--- src/hw/rtl/u16u8_pkg.sv ---
// Shared types and constants for the UTF-16 to UTF-8 transcoder.
package u16u8_pkg;

   localparam int unsigned QUEUE_DEPTH = 2;
   localparam logic [15:0] CAPACITY_RESET = 16'd4096;

   localparam logic [15:0] HIGH_SURR_FIRST = 16'hD800;
   localparam logic [15:0] HIGH_SURR_LAST  = 16'hDBFF;
   localparam logic [15:0] LOW_SURR_FIRST  = 16'hDC00;
   localparam logic [15:0] LOW_SURR_LAST   = 16'hDFFF;
   localparam logic [20:0] SUPP_BASE       = 21'h10000;
   localparam logic [20:0] LIMIT_ONE_BYTE  = 21'd128;
   localparam logic [20:0] LIMIT_TWO_BYTE  = 21'd2048;
   localparam logic [20:0] LIMIT_THREE_BYTE = 21'h10000;

   typedef enum logic [1:0] {
      STATUS_OK     = 2'd0,
      STATUS_CUT    = 2'd1,
      STATUS_NO_LOW = 2'd2,
      STATUS_FULL   = 2'd3
   } status_type;

   typedef struct packed {
      logic [15:0] code_unit;
      logic        last_unit;
   } req_type;

   typedef struct packed {
      logic [7:0] out_byte;
      logic       run_last;
      status_type status;
      logic       string_done;
   } rsp_type;

   // One queued job: the bytes of one code point, or one error result.
   typedef struct packed {
      logic [3:0][7:0] bytes;
      logic [1:0]      last_idx;
      status_type      status;
      logic            closes;
   } job_type;

endpackage

--- src/hw/rtl/u16u8_front.sv ---
// Front end: accepts code units, tracks surrogates and budget, builds byte jobs.
module u16u8_front (
   input  logic                clock,
   input  logic                reset,
   input  logic                csr_we,
   input  logic [15:0]         csr_wdata,
   input  logic                req_valid,
   output logic                req_ready,
   input  u16u8_pkg::req_type  req_data,
   output logic                push,
   output u16u8_pkg::job_type  push_job,
   input  logic                queue_full
);

   logic [15:0] cap_ff, cap_in;
   logic [15:0] left_ff, left_in;
   logic [9:0]  pend_high_ff, pend_high_in;
   logic        pend_valid_ff, pend_valid_in;
   logic        dropping_ff, dropping_in;
   logic        in_string_ff, in_string_in;

   logic        accept;
   logic        start;
   logic        eff_drop;
   logic        eff_pend;
   logic [15:0] eff_left;
   logic [15:0] unit;
   logic        last;
   logic        is_high;
   logic        is_low;
   logic [20:0] cp;
   logic [2:0]  n;
   logic [3:0][7:0] enc;
   logic        err;
   u16u8_pkg::status_type err_code;
   logic        emit;

   assign req_ready = !queue_full;
   assign accept    = req_valid && req_ready;
   assign unit      = req_data.code_unit;
   assign last      = req_data.last_unit;
   assign start     = !in_string_ff;
   assign eff_drop  = start ? 1'b0 : dropping_ff;
   assign eff_pend  = start ? 1'b0 : pend_valid_ff;
   assign eff_left  = start ? cap_ff : left_ff;
   assign is_high   = (unit >= u16u8_pkg::HIGH_SURR_FIRST) && (unit <= u16u8_pkg::HIGH_SURR_LAST);
   assign is_low    = (unit >= u16u8_pkg::LOW_SURR_FIRST) && (unit <= u16u8_pkg::LOW_SURR_LAST);

   // code point: completed pair or the unit itself
   always_comb begin
      if (eff_pend) begin
         cp = u16u8_pkg::SUPP_BASE + {1'b0, pend_high_ff, unit[9:0]};
      end else begin
         cp = {5'd0, unit};
      end
   end

   always_comb begin
      enc = '0;
      priority if (cp < u16u8_pkg::LIMIT_ONE_BYTE) begin
         n = 3'd1;
         enc[0] = cp[7:0];
      end else if (cp < u16u8_pkg::LIMIT_TWO_BYTE) begin
         n = 3'd2;
         enc[0] = {3'b110, cp[10:6]};
         enc[1] = {2'b10, cp[5:0]};
      end else if (cp < u16u8_pkg::LIMIT_THREE_BYTE) begin
         n = 3'd3;
         enc[0] = {4'b1110, cp[15:12]};
         enc[1] = {2'b10, cp[11:6]};
         enc[2] = {2'b10, cp[5:0]};
      end else begin
         n = 3'd4;
         enc[0] = {5'b11110, cp[20:18]};
         enc[1] = {2'b10, cp[17:12]};
         enc[2] = {2'b10, cp[11:6]};
         enc[3] = {2'b10, cp[5:0]};
      end
   end

   always_comb begin
      pend_high_in  = pend_high_ff;
      pend_valid_in = pend_valid_ff;
      dropping_in   = dropping_ff;
      in_string_in  = in_string_ff;
      left_in       = left_ff;
      err           = 1'b0;
      err_code      = u16u8_pkg::STATUS_OK;
      emit          = 1'b0;
      if (accept) begin
         in_string_in  = 1'b1;
         dropping_in   = eff_drop;
         pend_valid_in = eff_pend;
         left_in       = eff_left;
         if (start) begin
            pend_high_in = '0;
         end
         priority if (eff_drop) begin
            if (last) begin
               dropping_in  = 1'b0;
               in_string_in = 1'b0;
            end
         end else if (eff_pend && !is_low) begin
            err      = 1'b1;
            err_code = u16u8_pkg::STATUS_NO_LOW;
         end else if (!eff_pend && is_high) begin
            if (last) begin
               err      = 1'b1;
               err_code = u16u8_pkg::STATUS_CUT;
            end else begin
               pend_high_in  = unit[9:0];
               pend_valid_in = 1'b1;
            end
         end else if (eff_left < {13'd0, n}) begin
            err      = 1'b1;
            err_code = u16u8_pkg::STATUS_FULL;
         end else begin
            emit          = 1'b1;
            left_in       = eff_left - {13'd0, n};
            pend_valid_in = 1'b0;
            pend_high_in  = '0;
            in_string_in  = !last;
         end
         if (err) begin
            pend_valid_in = 1'b0;
            pend_high_in  = '0;
            dropping_in   = !last;
            in_string_in  = !last;
         end
      end
   end

   assign push = err || emit;

   always_comb begin
      push_job.bytes    = err ? '0 : enc;
      push_job.last_idx = err ? 2'd0 : 2'(n - 3'd1);
      push_job.status   = err_code;
      push_job.closes   = err || last;
   end

   assign cap_in = csr_we ? csr_wdata : cap_ff;

   always_ff @(posedge clock) begin
      if (reset) begin
         cap_ff        <= u16u8_pkg::CAPACITY_RESET;
         left_ff       <= u16u8_pkg::CAPACITY_RESET;
         pend_high_ff  <= '0;
         pend_valid_ff <= 1'b0;
         dropping_ff   <= 1'b0;
         in_string_ff  <= 1'b0;
      end else begin
         cap_ff        <= cap_in;
         left_ff       <= left_in;
         pend_high_ff  <= pend_high_in;
         pend_valid_ff <= pend_valid_in;
         dropping_ff   <= dropping_in;
         in_string_ff  <= in_string_in;
      end
   end

endmodule

--- src/hw/rtl/u16u8_queue.sv ---
// Small job queue between the front end and the byte serializer.
module u16u8_queue #(
   parameter int unsigned Depth = u16u8_pkg::QUEUE_DEPTH
) (
   input  logic               clock,
   input  logic               reset,
   input  logic               push,
   input  u16u8_pkg::job_type push_job,
   output logic               full,
   input  logic               pop,
   output logic               head_valid,
   output u16u8_pkg::job_type head_job
);

   localparam int unsigned PtrW = (Depth > 1) ? $clog2(Depth) : 1;
   localparam int unsigned CntW = $clog2(Depth + 1);
   localparam logic [PtrW-1:0] PtrLast = PtrW'(Depth - 1);
   localparam logic [CntW-1:0] CntFull = CntW'(Depth);

   u16u8_pkg::job_type slots_ff [Depth];
   logic [PtrW-1:0] wr_ptr_ff, wr_ptr_in;
   logic [PtrW-1:0] rd_ptr_ff, rd_ptr_in;
   logic [CntW-1:0] count_ff, count_in;
   logic            do_push;
   logic            do_pop;

   assign full       = (count_ff == CntFull);
   assign head_valid = (count_ff != '0);
   assign head_job   = slots_ff[rd_ptr_ff];
   assign do_push    = push && !full;
   assign do_pop     = pop && head_valid;

   always_comb begin
      wr_ptr_in = wr_ptr_ff;
      rd_ptr_in = rd_ptr_ff;
      count_in  = count_ff;
      if (do_push) begin
         wr_ptr_in = (wr_ptr_ff == PtrLast) ? '0 : wr_ptr_ff + 1'b1;
      end
      if (do_pop) begin
         rd_ptr_in = (rd_ptr_ff == PtrLast) ? '0 : rd_ptr_ff + 1'b1;
      end
      unique case ({do_push, do_pop})
         2'b10:   count_in = count_ff + 1'b1;
         2'b01:   count_in = count_ff - 1'b1;
         default: count_in = count_ff;
      endcase
   end

   always_ff @(posedge clock) begin
      if (reset) begin
         wr_ptr_ff <= '0;
         rd_ptr_ff <= '0;
         count_ff  <= '0;
      end else begin
         wr_ptr_ff <= wr_ptr_in;
         rd_ptr_ff <= rd_ptr_in;
         count_ff  <= count_in;
      end
   end

   always_ff @(posedge clock) begin
      if (do_push) begin
         slots_ff[wr_ptr_ff] <= push_job;
      end
   end

endmodule

--- src/hw/rtl/u16u8_back.sv ---
// Back end: sends the queued bytes one word per cycle through an output register, while the output is not stalled.
module u16u8_back (
   input  logic               clock,
   input  logic               reset,
   input  logic               head_valid,
   input  u16u8_pkg::job_type head_job,
   output logic               pop,
   output logic               rsp_valid,
   input  logic               rsp_ready,
   output u16u8_pkg::rsp_type rsp_data
);

   logic [1:0]         idx_ff, idx_in;
   logic               rsp_valid_ff, rsp_valid_in;
   u16u8_pkg::rsp_type rsp_ff, rsp_in;
   logic               load;
   logic               fin;

   assign load = head_valid && (!rsp_valid_ff || rsp_ready);
   assign fin  = (idx_ff == head_job.last_idx);
   assign pop  = load && fin;

   always_comb begin
      idx_in       = idx_ff;
      rsp_valid_in = rsp_valid_ff && !rsp_ready;
      rsp_in       = rsp_ff;
      if (load) begin
         rsp_valid_in       = 1'b1;
         rsp_in.out_byte    = head_job.bytes[idx_ff];
         rsp_in.run_last    = fin;
         rsp_in.status      = head_job.status;
         rsp_in.string_done = fin && head_job.closes;
         idx_in             = fin ? 2'd0 : idx_ff + 2'd1;
      end
   end

   always_ff @(posedge clock) begin
      if (reset) begin
         idx_ff       <= '0;
         rsp_valid_ff <= 1'b0;
      end else begin
         idx_ff       <= idx_in;
         rsp_valid_ff <= rsp_valid_in;
      end
   end

   always_ff @(posedge clock) begin
      rsp_ff <= rsp_in;
   end

   assign rsp_valid = rsp_valid_ff;
   assign rsp_data  = rsp_ff;

   // byte index stays within the head job
   assert property (@(posedge clock) disable iff (reset)
      head_valid |-> (idx_ff <= head_job.last_idx))
      else $error("byte index past end of job");

   // an error result is a single zero word that closes the string
   assert property (@(posedge clock) disable iff (reset)
      (rsp_valid_ff && (rsp_ff.status != u16u8_pkg::STATUS_OK)) |->
      ((rsp_ff.out_byte == 8'd0) && rsp_ff.run_last && rsp_ff.string_done))
      else $error("malformed error result");

   // a job leaves the queue exactly when its final word is loaded
   assert property (@(posedge clock) disable iff (reset)
      pop |=> (rsp_valid_ff && rsp_ff.run_last && (idx_ff == 2'd0)))
      else $error("job popped without final word");

endmodule

--- src/hw/rtl/utf16_to_utf8_transcoder.sv ---
// Top level of the UTF-16 to UTF-8 transcoder.
// Converts a stream of UTF-16 code units (one per input word, last_unit marking
// the end of a string) into UTF-8 bytes, one byte per output word. A high
// surrogate is held until the next unit; a pair becomes four bytes, any other
// unit (lone low surrogates included) one to three. Each string gets a byte
// budget, loaded from the csr register when its first unit arrives; a code
// point that does not fit, a high surrogate at the end of a string, or a high
// surrogate not followed by a low one gives a single error word (byte zero,
// string_done set), and the rest of that string is dropped silently.
// Timing: the front end takes one unit per cycle whenever the job queue has
// room; the back end sends one byte per cycle while the output is not stalled,
// so throughput is set by the output port; units that give no output (a held
// high surrogate, dropped units) are absorbed by the front end alone. With an
// empty queue, an accepted unit's first byte passes through the queue slot,
// then the output register, before it is valid on the output. The csr
// register may only be written while the block is idle.
module utf16_to_utf8_transcoder #(
   parameter int unsigned QueueDepth = u16u8_pkg::QUEUE_DEPTH
) (
   input  logic               clock,
   input  logic               reset,
   // configuration
   input  logic               csr_we,
   input  logic [15:0]        csr_wdata,
   // code unit input
   input  logic               req_valid,
   output logic               req_ready,
   input  u16u8_pkg::req_type req_data,
   // byte output
   output logic               rsp_valid,
   input  logic               rsp_ready,
   output u16u8_pkg::rsp_type rsp_data
);

   // front end -> queue
   logic               push;
   u16u8_pkg::job_type push_job;
   logic               queue_full;
   // queue -> back end
   logic               head_valid;
   u16u8_pkg::job_type head_job;
   logic               pop;

   u16u8_front u_front (
      .clock      (clock),
      .reset      (reset),
      .csr_we     (csr_we),
      .csr_wdata  (csr_wdata),
      .req_valid  (req_valid),
      .req_ready  (req_ready),
      .req_data   (req_data),
      .push       (push),
      .push_job   (push_job),
      .queue_full (queue_full)
   );

   // decouples classification from serialization
   u16u8_queue #(
      .Depth (QueueDepth)
   ) u_queue (
      .clock      (clock),
      .reset      (reset),
      .push       (push),
      .push_job   (push_job),
      .full       (queue_full),
      .pop        (pop),
      .head_valid (head_valid),
      .head_job   (head_job)
   );

   u16u8_back u_back (
      .clock      (clock),
      .reset      (reset),
      .head_valid (head_valid),
      .head_job   (head_job),
      .pop        (pop),
      .rsp_valid  (rsp_valid),
      .rsp_ready  (rsp_ready),
      .rsp_data   (rsp_data)
   );

endmodule
--- config.mk ---
export PLATFORM = sky130hd
export DESIGN_NAME = utf16_to_utf8_transcoder
export DESIGN_NICKNAME = d
export VERILOG_FILES = /design/src/hw/rtl/u16u8_pkg.sv /design/src/hw/rtl/u16u8_front.sv /design/src/hw/rtl/u16u8_queue.sv /design/src/hw/rtl/u16u8_back.sv /design/src/hw/rtl/utf16_to_utf8_transcoder.sv
export SDC_FILE = /design/constraint.sdc
export NUM_CORES = 1
export LEC_CHECK = 0
export BUFFER_PORTS_ARGS = -buffer_cell sky130_fd_sc_hd__clkbuf_2
export CORE_MARGIN = 5
export CORE_UTILIZATION = 25
export CTS_CLUSTER_DIAMETER = 50
export DETAILED_ROUTE_END_ITERATION = 6
export GPL_TIMING_DRIVEN = 0
export PLACE_DENSITY = 0.51
export SLEW_MARGIN = 10
export SYNTH_ARGS = -nofsm -noshare
export SYNTH_HDL_FRONTEND = slang
export SYNTH_SLANG_ARGS = --single-unit
--- constraint.sdc ---
create_clock -name clock -period 10.6 [get_ports clock]
set_clock_uncertainty 0.05 [all_clocks]
set_input_delay 1.06 -clock clock [delete_from_list [all_inputs] [get_ports clock]]
set_output_delay 1.06 -clock clock [all_outputs]
set_load 0.005 [all_outputs]
### Word level (Yosys, flattened, before mapping)

Memories as Yosys holds them, arrays and structs flattened. A register that Yosys moved wholly into a read port is not among the register bits.
Index checks and enable logic that the tools add are counted.

* bits of input ports: 38
* memory bits (writable): 74
* output and inout port bits: 14
* memories kept: 1
* bits in registers: 64
* logic and storage cells: 128

* $add $sub $neg: 8
* eq/ne operators: 4
* reduce and logical (&&, ||, !) cells: 22
* mux-type cells: 69
* magnitude comparators: 9

Memories
* u_queue.slots_ff: words 2, bits a word 37, read ports 1, clocked after Yosys merged registers in 1, wr ports 1, line u16u8_queue.sv:20 `u16u8_pkg::job_type slots_ff [Depth];`

Operators by type and width (number)
* two-way mux 16 bit: 7
* two-way mux 10 bit: 7
* two-way mux 1 bit: 36
* greater-or-equal comparator 16 bit (second input constant): 2
* less-or-equal comparator 16 bit (second input constant): 2
* two-way mux 32 bit: 1
* two-way mux 24 bit: 1
* two-way mux 8 bit: 3
* two-way mux 22 bit: 1
* adder 17 x 20 -> 21 bit (first input constant): 1
* less-than comparator 21 x 12 -> 1 bit (second input constant): 1
* less-than comparator 21 x 17 -> 1 bit (second input constant): 1
* less-than comparator 21 x 8 -> 1 bit (second input constant): 1
* two-way mux 21 bit: 1
* binary-select mux 8 bit (select 2 bit): 1
* less-than comparator 16 x 3 -> 1 bit: 1
* subtractor 16 x 3 -> 16 bit: 1
* two-way mux 2 bit: 7
* logical AND 1 bit: 11
* two-way mux 3 bit: 3
* logical NOT 1 bit: 6
* adder 2 x 1 -> 2 bit (second input constant): 2
* == test 2 bit (second input constant): 2
* case mux 2 bit (2 select lines): 1
* 7 further kinds: 12

### Longest topological paths before layout

Gate-level depths: netlist of run 1.

* depth after elaboration: 17
* gate-level depth with buffers: 19
* depth with buffers taken out: 15

### Modules after synthesis

Synthesis of run 1 repeated with hierarchy kept, for this count alone.

* cell total of the unflattened synthesis: 659
* area total of the unflattened synthesis: 7216.9 sq um

By module, submodules not included
* u16u8_front: area an instance 3564.7 sq um, times used 1, seq. area each 900.9 sq um, cells each 473
* u16u8_queue: area an instance 2885.3 sq um, times used 1, seq. area each 2322.2 sq um, cells each 141
* u16u8_back: area an instance 767.0 sq um, times used 1, seq. area each 420.4 sq um, cells each 45

### Worst setup path after synthesis of run 1

OpenSTA, ideal clock, no wires.

* path kind: input to register
* start: input req_data[15] (netlist bit)
* end: register u_front.left_ff[5]
* arrival time: 4.317 ns
* buffers on the path: 1
* data required time: 10.435 ns
* cell stages on the path: 13
* library setup time: 0.115 ns
* path slack: 6.118 ns
* path through: or4_1 -> nor3_1 -> nor2_2 -> nor3b_4 -> nor2_1 -> fa_1 -> nand2b_1 -> o2111a_1 -> and4_1 -> buf_6 -> nor3_1 -> xnor2_1 -> a2111oi_0

* longest elaborated chain between the ends: 10
* elaborated cells on any way between the ends: 22
* classes of those cells: add/sub (1); order compare (8); mux (8); reduce/logical (5)

RTL lines
* start: declaration: line utf16_to_utf8_transcoder.sv:28 `input u16u8_pkg::req_type req_data,`
* two-way mux 21 bit: line u16u8_front.sv:51 `if (eff_pend) begin`
* less-than comparator 21 x 17 -> 1 bit: line u16u8_front.sv:67 `end else if (cp < u16u8_pkg::LIMIT_THREE_BYTE) begin`
* two-way mux 3 bit: line u16u8_front.sv:67
* two-way mux 3 bit: line u16u8_front.sv:63 `end else if (cp < u16u8_pkg::LIMIT_TWO_BYTE) begin`
* two-way mux 3 bit: line u16u8_front.sv:60 `priority if (cp < u16u8_pkg::LIMIT_ONE_BYTE) begin`
* subtractor 16 x 3 -> 16 bit or less-than comparator 16 x 3 -> 1 bit (tied branches): line u16u8_front.sv:119, u16u8_front.sv:114
* two-way mux 16 bit: line u16u8_front.sv:114 `end else if (eff_left < {13'd0, n}) begin`
* two-way mux 16 bit: line u16u8_front.sv:106 `end else if (!eff_pend && is_high) begin`
* two-way mux 16 bit *: line u16u8_front.sv:103 `end else if (eff_pend && !is_low) begin`
* two-way mux 16 bit *: line u16u8_front.sv:98 `priority if (eff_drop) begin`
* end signal: assignment: line u16u8_front.sv:147 `left_ff <= u16u8_pkg::CAPACITY_RESET;`
* end signal: assignment: line u16u8_front.sv:154 `left_ff <= left_in;`
* end: declaration: line u16u8_front.sv:16 `logic [15:0] left_ff, left_in;`

Every way passes the cells marked *; elsewhere a longest branch is shown, timed or not.
A chain may end at the register's enable or synchronous reset.

==> results of run 1 <==
## how the worst min path moves through the flow
stage | from | endpoint | slack (ps) | cells past startpoint
floorplan | u_front.left_ff[1] | u_front.left_ff[1] | 380 | 2
global placement | u_front.left_ff[1] | u_front.left_ff[1] | 400 | 2
detailed placement | u_front.left_ff[0] | u_front.left_ff[0] | 400 | 2
CTS | u_front.left_ff[0] | u_front.left_ff[0] | 410 | 2
global route | u_front.left_ff[0] | u_front.left_ff[0] | 420 | 2
finish | u_front.left_ff[0] | u_front.left_ff[0] | 400 | 2
## flip-flops by register name (all words and copies together), names as in the netlist, 2 cells and up, named ones only
register	cells
u_queue.slots_ff	68
u_front.cap_ff	16
u_front.left_ff	16
u_back.rsp_data	12
u_front.pend_high_ff	10
u_back.idx_ff	2
u_queue.count_ff	2
## per-stage QoR
stage / hold slack, ps / cells / setup slack [ps]
after floorplan: 382 / 609 / 6120
after global placement: 395 / 998 / 5210
after CTS: 406 / 1032 / 5630
after global routing: 425 / 1032 / 5280
final: 403 / 1032 / 5590
after detailed placement: 397 / 1000 / 5220
## synth_stat cells, drive strengths merged (4+ instances only)
| master | n |
|---|---|
| a2111oi | 5 |
| a211oi | 6 |
| a21oi | 26 |
| a221oi | 7 |
| a22oi | 11 |
| a31oi | 6 |
| and2 | 6 |
| buf | 16 |
| clkbuf | 22 |
| dfxtp | 53 |
| edfxtp | 80 |
| ha | 5 |
| inv | 10 |
| mux2 | 12 |
| mux2i | 35 |
| mux4 | 14 |
| nand2 | 46 |
| nand2b | 5 |
| nand3 | 17 |
| nand3b | 4 |
| nand4 | 5 |
| nor2 | 70 |
| nor2b | 4 |
| nor3 | 28 |
| nor3b | 10 |
| nor4 | 5 |
| o21a | 4 |
| o21ai | 17 |
| o21bai | 5 |
| o22ai | 4 |
| or3 | 10 |
| or4 | 4 |
| xnor2 | 12 |
## per-layer routing
layer  vias up  global-route usage (%)  wire length, um
met3        30                    3.00              839
met4         2                    4.26              363
met5         -                       0               20
met2       148                    19.5             8480
met1      2542                    16.4             8590
li1       2465                       -                -
## cells by family (layout without fill, tap and decap cells)
logic type                 Yosys count  in the layout
buffers and inverters               50            132
DFF                                133            133
adders and majority gates            6              6
and+or+nand+nor                    227            227
muxes                               61             61
AOI/OAI and AO/OA                  118            118
xor gates and xnor gates            14             14
## power by group through the flow
stage | clock [mW] | combinational (mW) | sequential (mW)
after floorplan | 0 | 0.237 | 0.674
after global placement | 0 | 0.342 | 0.683
after detailed placement | 0 | 0.351 | 0.681
after CTS | 0.635 | 0.353 | 0.670
after global routing | 0.664 | 0.386 | 0.677
final | 0.620 | 0.347 | 0.670
## final cells by class
class / instances / area [sq um] / share of cell area, %
Timing Repair Buffer: 50 / 280 / 3.46
Inverter: 12 / 45.0 / 0.555
Clock inverter: 15 / 195 / 2.41
Multi-Input combinational cell: 426 / 3080 / 38.0
Clock buffer: 17 / 425 / 5.24
Tap cell: 341 / 427 / 5.26
Sequential cell: 133 / 3460 / 42.7
Buffer: 38 / 195 / 2.41
## critical path: cells and delay by family
| kind | cells | cell delay, ps |
|---|---|---|
| and+or+nand+nor | 9 | 2110 |
| buffers and inverters | 4 | 820 |
| AOI/OAI and AO/OA | 3 | 650 |
| adders and majority gates | 2 | 420 |
==> impl_results.md, run 1 <==
* Final Hold Viols at 0
* Synth Area per Inst at 11.1 sq um
* Worst Setup SP: req_data[15]
* Max Cap Viol at 0
* CTS Buf Count at 17
* Cell area after layout at 8110 sq um
* Clk pin slew, worst setup/hold paths at 70 ps
* Commonest non-fill, non-tap cell in the layout: edfxtp_1
* Clk pwr share at 37.9%
* Worst setup path end: u_queue.slots_ff[0][30]
* Post-cts sizing count at 0
* Kind of critical path: input port to flop
* Cell Area, Synth at 6770 sq um
* Dpl hpwl at 13,100 um
* Post-layout utilization of the core at 30.3%
* Maximum VDD drop at 0.0000721 V
* Core ar. at 26,800 sq um
* P_int at 1.16 mW
* Syn. warnings at 0
* Insertion delay to the later sink of the worst-skew pair at 430 ps
* Async set or reset register ratio after synthesis at 0%
* Std-Cell Rows at 60
* Clock buffer depth at 2
* Setup Viol. Count Final at 0
* First-pass GRT wire length at 29,400 um
* Initial Util at 25.3%
* Chip height at 175 um
* Post-route DRC violation count at 0
* Net count after synthesis at 653
* Gate power share at 21.2%
* Largest net degree at the start of global routing at 34
* PwrDens at 202 nW/um^2
* Detailed Route Iter0 Violations at 449
* Total GRT Usage at 12.3%
* Root Buffer: clkbuf_16
* Area share of the largest cell type after synthesis at 35.5%
* Share of layout cells above drive strength 1 at 21.6%
* Die ar. at 30,500 sq um
* HP Class: flop to flop
* #FFs+latches synth at 133
* Ports at 52
* Number of global-route vias before repair at 5,162
* Post-DRT Antenna Nets at 0
* Library cells used by synthesis at 81
* CP endpoint kind: flop
* Post-CTS Hold Buffers at 0
* FF-to-FF End: u_queue.slots_ff[0][14]
* Layout area overhead at 19.8%
* Synth Area in Compound Gates at 12.9%
* RSZ-0062 raised after global routing: no
* Seq/Total Area, Yosys at 51.2%
* Worst Max-Slew Pin Slew at 993 ps
* H-tree levels at 4
* Commonest cells after routing, fill and taps aside: edfxtp_1 (80), nor2_1 (68), dfxtp_1 (53), clkbuf_2 (48), nand2_1 (45)
* Crit Path Max Fanout at 10
* Via count at 5,187
* Initial antenna violation count at 1
* CP startpoint kind: input port
* Fmax at 200 MHz
* Final worst-path cycle share at 47.2%
* Psw at 478 uW
* CTS Sinks at 133
* Setup TNS at 0 ps
* Synth Area in Adders at 1.22%
* Lkg Pwr at 2.88 nW
* Total global routing overflow at 0
* Max-slew violations at 0
* CP max stage delay at 520 ps
* Yosys top cell by area: edfxtp_1
* Dpl cell area at 7490 sq um
* Largest family of logic cells by synthesized area: simple AND/OR/NAND/NOR gates
* Setup bufs post-CTS at 0
* Worst slew margin at 33.8%
* Die X at 175 um
* Final Critical Period at 5010 ps
* GPL Wtd Cong at 0.846
* First-pass detailed-route iteration total at 5
* Arr. time, crit path at 5080 ps
* Main synth FF type: edfxtp_1
* WL/cell at 17.7 um
* Routed WL at 18,300 um
* EDFF count, synth at 80
* Cells after Synth at 609
* Port Buffers at 48
* Worst Reg-to-Reg Cells at 19
* Tot Pwr at 1.64 mW
* Via/cell ratio at 5.03
* Final nets at 722
* Synth Area in Simple Gates at 17.6%
* Fillers at 2,750
* Synth area leaders: edfxtp_1 (35%), dfxtp_1 (16%), mux2i_1 (5.2%)
* R2R Setup Slk at 5680 ps
* CP max-delay cell: or4_1
* Worst R2R Start: u_front.in_string_ff
* Run status: finished, final reports clean
* # diodes at 0
* Part of the power in registers at 40.9%
* Worst Path Required at 10,670 ps
* Worst-path cell chain: clkbuf_2, or4_1, nor3_1, nor2_2, clkbuf_1, nor2_1, nand2_1, nand2_1, ha_1, fa_1, nand2b_1, o2111a_1, and4_1, buf_6, o22ai_2, a21oi_4, buf_6, nor3b_2
* Synth Area in XOR/XNOR at 1.81%
* CTS tree: yes
* Sw Ratio at 29.2%
* Post-synthesis mux area share at 11.8%
No activity file was read; power rests on OpenSTA's default activity.
==> inputs of run 2 (changes only) <==
--- a/config.mk
+++ b/config.mk
@@ -5,6 +5,7 @@
 export SDC_FILE = /design/constraint.sdc
 export NUM_CORES = 1
 export LEC_CHECK = 0
+export ABC_AREA = 1
 export BUFFER_PORTS_ARGS = -buffer_cell sky130_fd_sc_hd__clkbuf_2
 export CORE_MARGIN = 5
 export CORE_UTILIZATION = 25
==> constraint.sdc (replaced) <==
create_clock -name clock -period 4.95 [get_ports clock]
set_clock_uncertainty 0.05 [all_clocks]
set_input_delay 0.495 -clock clock [delete_from_list [all_inputs] [get_ports clock]]
set_output_delay 0.495 -clock clock [all_outputs]
set_load 0.005 [all_outputs]
==> impl_results.md, run 2 <==
* Initial Util at 25.5%
* Total GRT Usage at 12.7%
* Largest regs: u_queue.slots_ff (68), u_front.cap_ff (16), u_front.left_ff (16)
* Share of layout cells above drive strength 1 at 13.5%
* Root Buffer: clkbuf_16
* Kind of critical path: flop to flop
* CP startpoint kind: flop
* Setup TNS at 0 ps
* H-tree levels at 4
* P_int at 2.19 mW
* Post-CTS Hold Buffers at 0
* Met1 Wirelength at 9200 um
* GPL Wtd Cong at 0.848
* Sw Ratio at 30.3%
* Setup Viol. Count Final at 0
* Max-slew violations at 0
* Cells after Synth at 833
* Crit Path Max Fanout at 10
* Worst Path Required at 5090 ps
* CTS Buf Count at 17
* Seq/Total Area, Yosys at 52.0%
* Worst slew margin at 52.7%
* Largest net degree at the start of global routing at 28
* Post-route DRC violation count at 0
* Synth Area per Inst at 7.99 sq um
* Biggest register: u_queue.slots_ff
* First-pass GRT wire length at 30,500 um
* Port Buffers at 50
* Std-Cell Rows at 59
* Max Cap Viol at 0
* Max reg flops at 68
* Clock buffer depth at 2
* Crit path buffers/inverters at 3
* Final Critical Period at 4070 ps
* CTS Sinks at 133
* Async set or reset register ratio after synthesis at 0%
* Synth top cells by count: nand2_1 (175), nor2_1 (153), o21ai_0 (84)
* # diodes at 0
* Insertion delay to the later sink of the worst-skew pair at 420 ps
* WL/cell at 15.0 um
* Die ar. at 30,000 sq um
* Ports at 52
* CP max stage delay at 450 ps
* Synth area leaders: edfxtp_1 (36%), dfxtp_1 (16%), nand2_1 (9.9%)
* Commonest non-fill, non-tap cell in the layout: nand2_1
* Post-layout utilization of the core at 30.6%
* First-pass detailed-route iteration total at 5
* Routed WL at 18,800 um
* Setup bufs post-CTS at 0
* Main synth FF type: edfxtp_1
* CP max-delay cell: dfxtp_1
* WL met2 at 8500 um
* Yosys top cell by area: edfxtp_1
* Dpl hpwl at 13,700 um
* Final worst-path cycle share at 82.3%
* Final Hold Viols at 0
* Final nets at 948
* CTS tree: yes
* Detailed Route Iter0 Violations at 432
* Clk pwr share at 41.1%
* Top-count cell post-synth: nand2_1
* Fmax at 246 MHz
* Maximum VDD drop at 0.000260 V
* Layout area overhead at 20.0%
* Met3 wire length at 765 um
* Library cells used by synthesis at 41
* Post-DRT Antenna Nets at 0
* HP Class: input port to flop
* Arr. time, crit path at 4210 ps
* Top delay family on crit path: simple AND/OR/NAND/NOR gates
* Cell Area, Synth at 6650 sq um
* Worst-path cell chain: nand2_2, buf_6, o21ai_1, nor2_1, nand4_1, nor2_2, nand2_2, nand2_1, ha_1, fa_1, inv_1, nand2_1, nand3_1, nor2_2, nand3_2, nand3_4, nand2_4, inv_1, a211oi_1
* Chip height at 173 um
* Syn. warnings at 0
* Fillers at 2,841
* Top layer in use: met4
* Gate power share at 16.2%
* Via count at 5,720
* Run status: finished, final reports clean
* Post-cts sizing count at 0
* CP endpoint kind: flop
* Initial antenna violation count at 0
* Area share of the largest cell type after synthesis at 36.1%
* Via/cell ratio at 4.57
* Total global routing overflow at 0
* RSZ-0062 raised after global routing: no
* Die X at 173 um
* Psw at 949 uW
* Clk pin slew, worst setup/hold paths at 70 ps
* EDFF count, synth at 80
* Number of global-route vias before repair at 5,533
* Worst Max-Slew Pin Slew at 709 ps
* Core ar. at 26,100 sq um
* #FFs+latches synth at 133
* PwrDens at 393 nW/um^2
* Lkg Pwr at 3.37 nW
* Net count after synthesis at 877
* Part of the power in registers at 42.6%
* Commonest cells after routing, fill and taps aside: nand2_1 (175), nor2_1 (151), o21ai_0 (84), inv_1 (80), edfxtp_1 (80)
run 2: cell count changes after synthesis, moves of 10 or more:
cell | before | now
nor2_1 | 69 | 153
nand2_1 | 45 | 175
o22ai_1 | 3 | 15
or3_1 | 10 | 0
o21ai_0 | 16 | 84
nand3_1 | 17 | 33
a21oi_1 | 25 | 43
inv_1 | 10 | 80
nor3_1 | 27 | 6
mux2_2 | 12 | 0
mux2i_1 | 35 | 0
mux4_2 | 14 | 0
run 2: worst paths after layout:
kind,start,end,slack (ps),depth (start not counted)
worst min-delay path,csr_wdata[10],u_front.cap_ff[10],240,3
worst min register to register,u_front.dropping_ff,u_front.dropping_ff,420,2
worst max-delay path,u_front.in_string_ff,u_queue.slots_ff[1][9],880,19
worst max register to register,u_front.in_string_ff,u_queue.slots_ff[1][9],880,19
run 2: layout make-up:
class / count / area [sq um] / area share [%]
inverters: 89 / 334 / 4.18
clock buffers: 17 / 425 / 5.33
repair buffers: 52 / 290 / 3.64
flip-flops and latches: 133 / 3460 / 43.4
clock inverters: 15 / 181 / 2.27
well taps: 335 / 419 / 5.25
multi-input cells: 580 / 2720 / 34.1
plain buffers: 31 / 150 / 1.88
run 2: power groups by stage:
stage / Sequential (mW) / Combinational [mW] / Clock [mW]
after floorplan: 1.35 / 0.328 / 0
after global placement: 1.36 / 0.500 / 0
after detailed placement: 1.36 / 0.512 / 0
after CTS: 1.34 / 0.514 / 1.31
after global routing: 1.35 / 0.579 / 1.37
final: 1.34 / 0.509 / 1.29
run 2: kinds of logic after synthesis:
kind of cell               after synthesis  synth area share [%]
xor gates and xnor gates                 7                 0.921
DFF                                    133                  52.0
buffers and inverters                  120                  7.28
AOI/OAI and AO/OA                      167                  13.4
adders and majority gates                6                  1.24
and+or+nand+nor                        400                  25.1
run 2: per-stage QoR:
step | instance area [sq um] | hold WS [ps] | power (mW) | setup WS, ps | instances
after floorplan | 6650 | 379 | 1.68 | 1620 | 833
after global placement | 7320 | 390 | 1.86 | 268 | 1218
after detailed placement | 7380 | 408 | 1.87 | 917 | 1220
after CTS | 7990 | 226 | 3.16 | 892 | 1252
after global routing | 7990 | 237 | 3.30 | 533 | 1252
final | 7990 | 239 | 3.14 | 878 | 1252
run 2: layer usage:
| metal | vias to the layer above | global-route usage (%) |
|---|---|---|
| li1 | 2903 | - |
| met1 | 2683 | 17.6 |
| met2 | 112 | 19.9 |
| met3 | 22 | 2.58 |
| met4 | 0 | 4.52 |
| met5 | - | 0 |
run 2: worst min-delay path, delay by kind of cell:
| family | cells | cell delay [ps] |
|---|---|---|
| buffers and inverters | 1 | 70 |
| AND/OR/NAND/NOR | 2 | 110 |
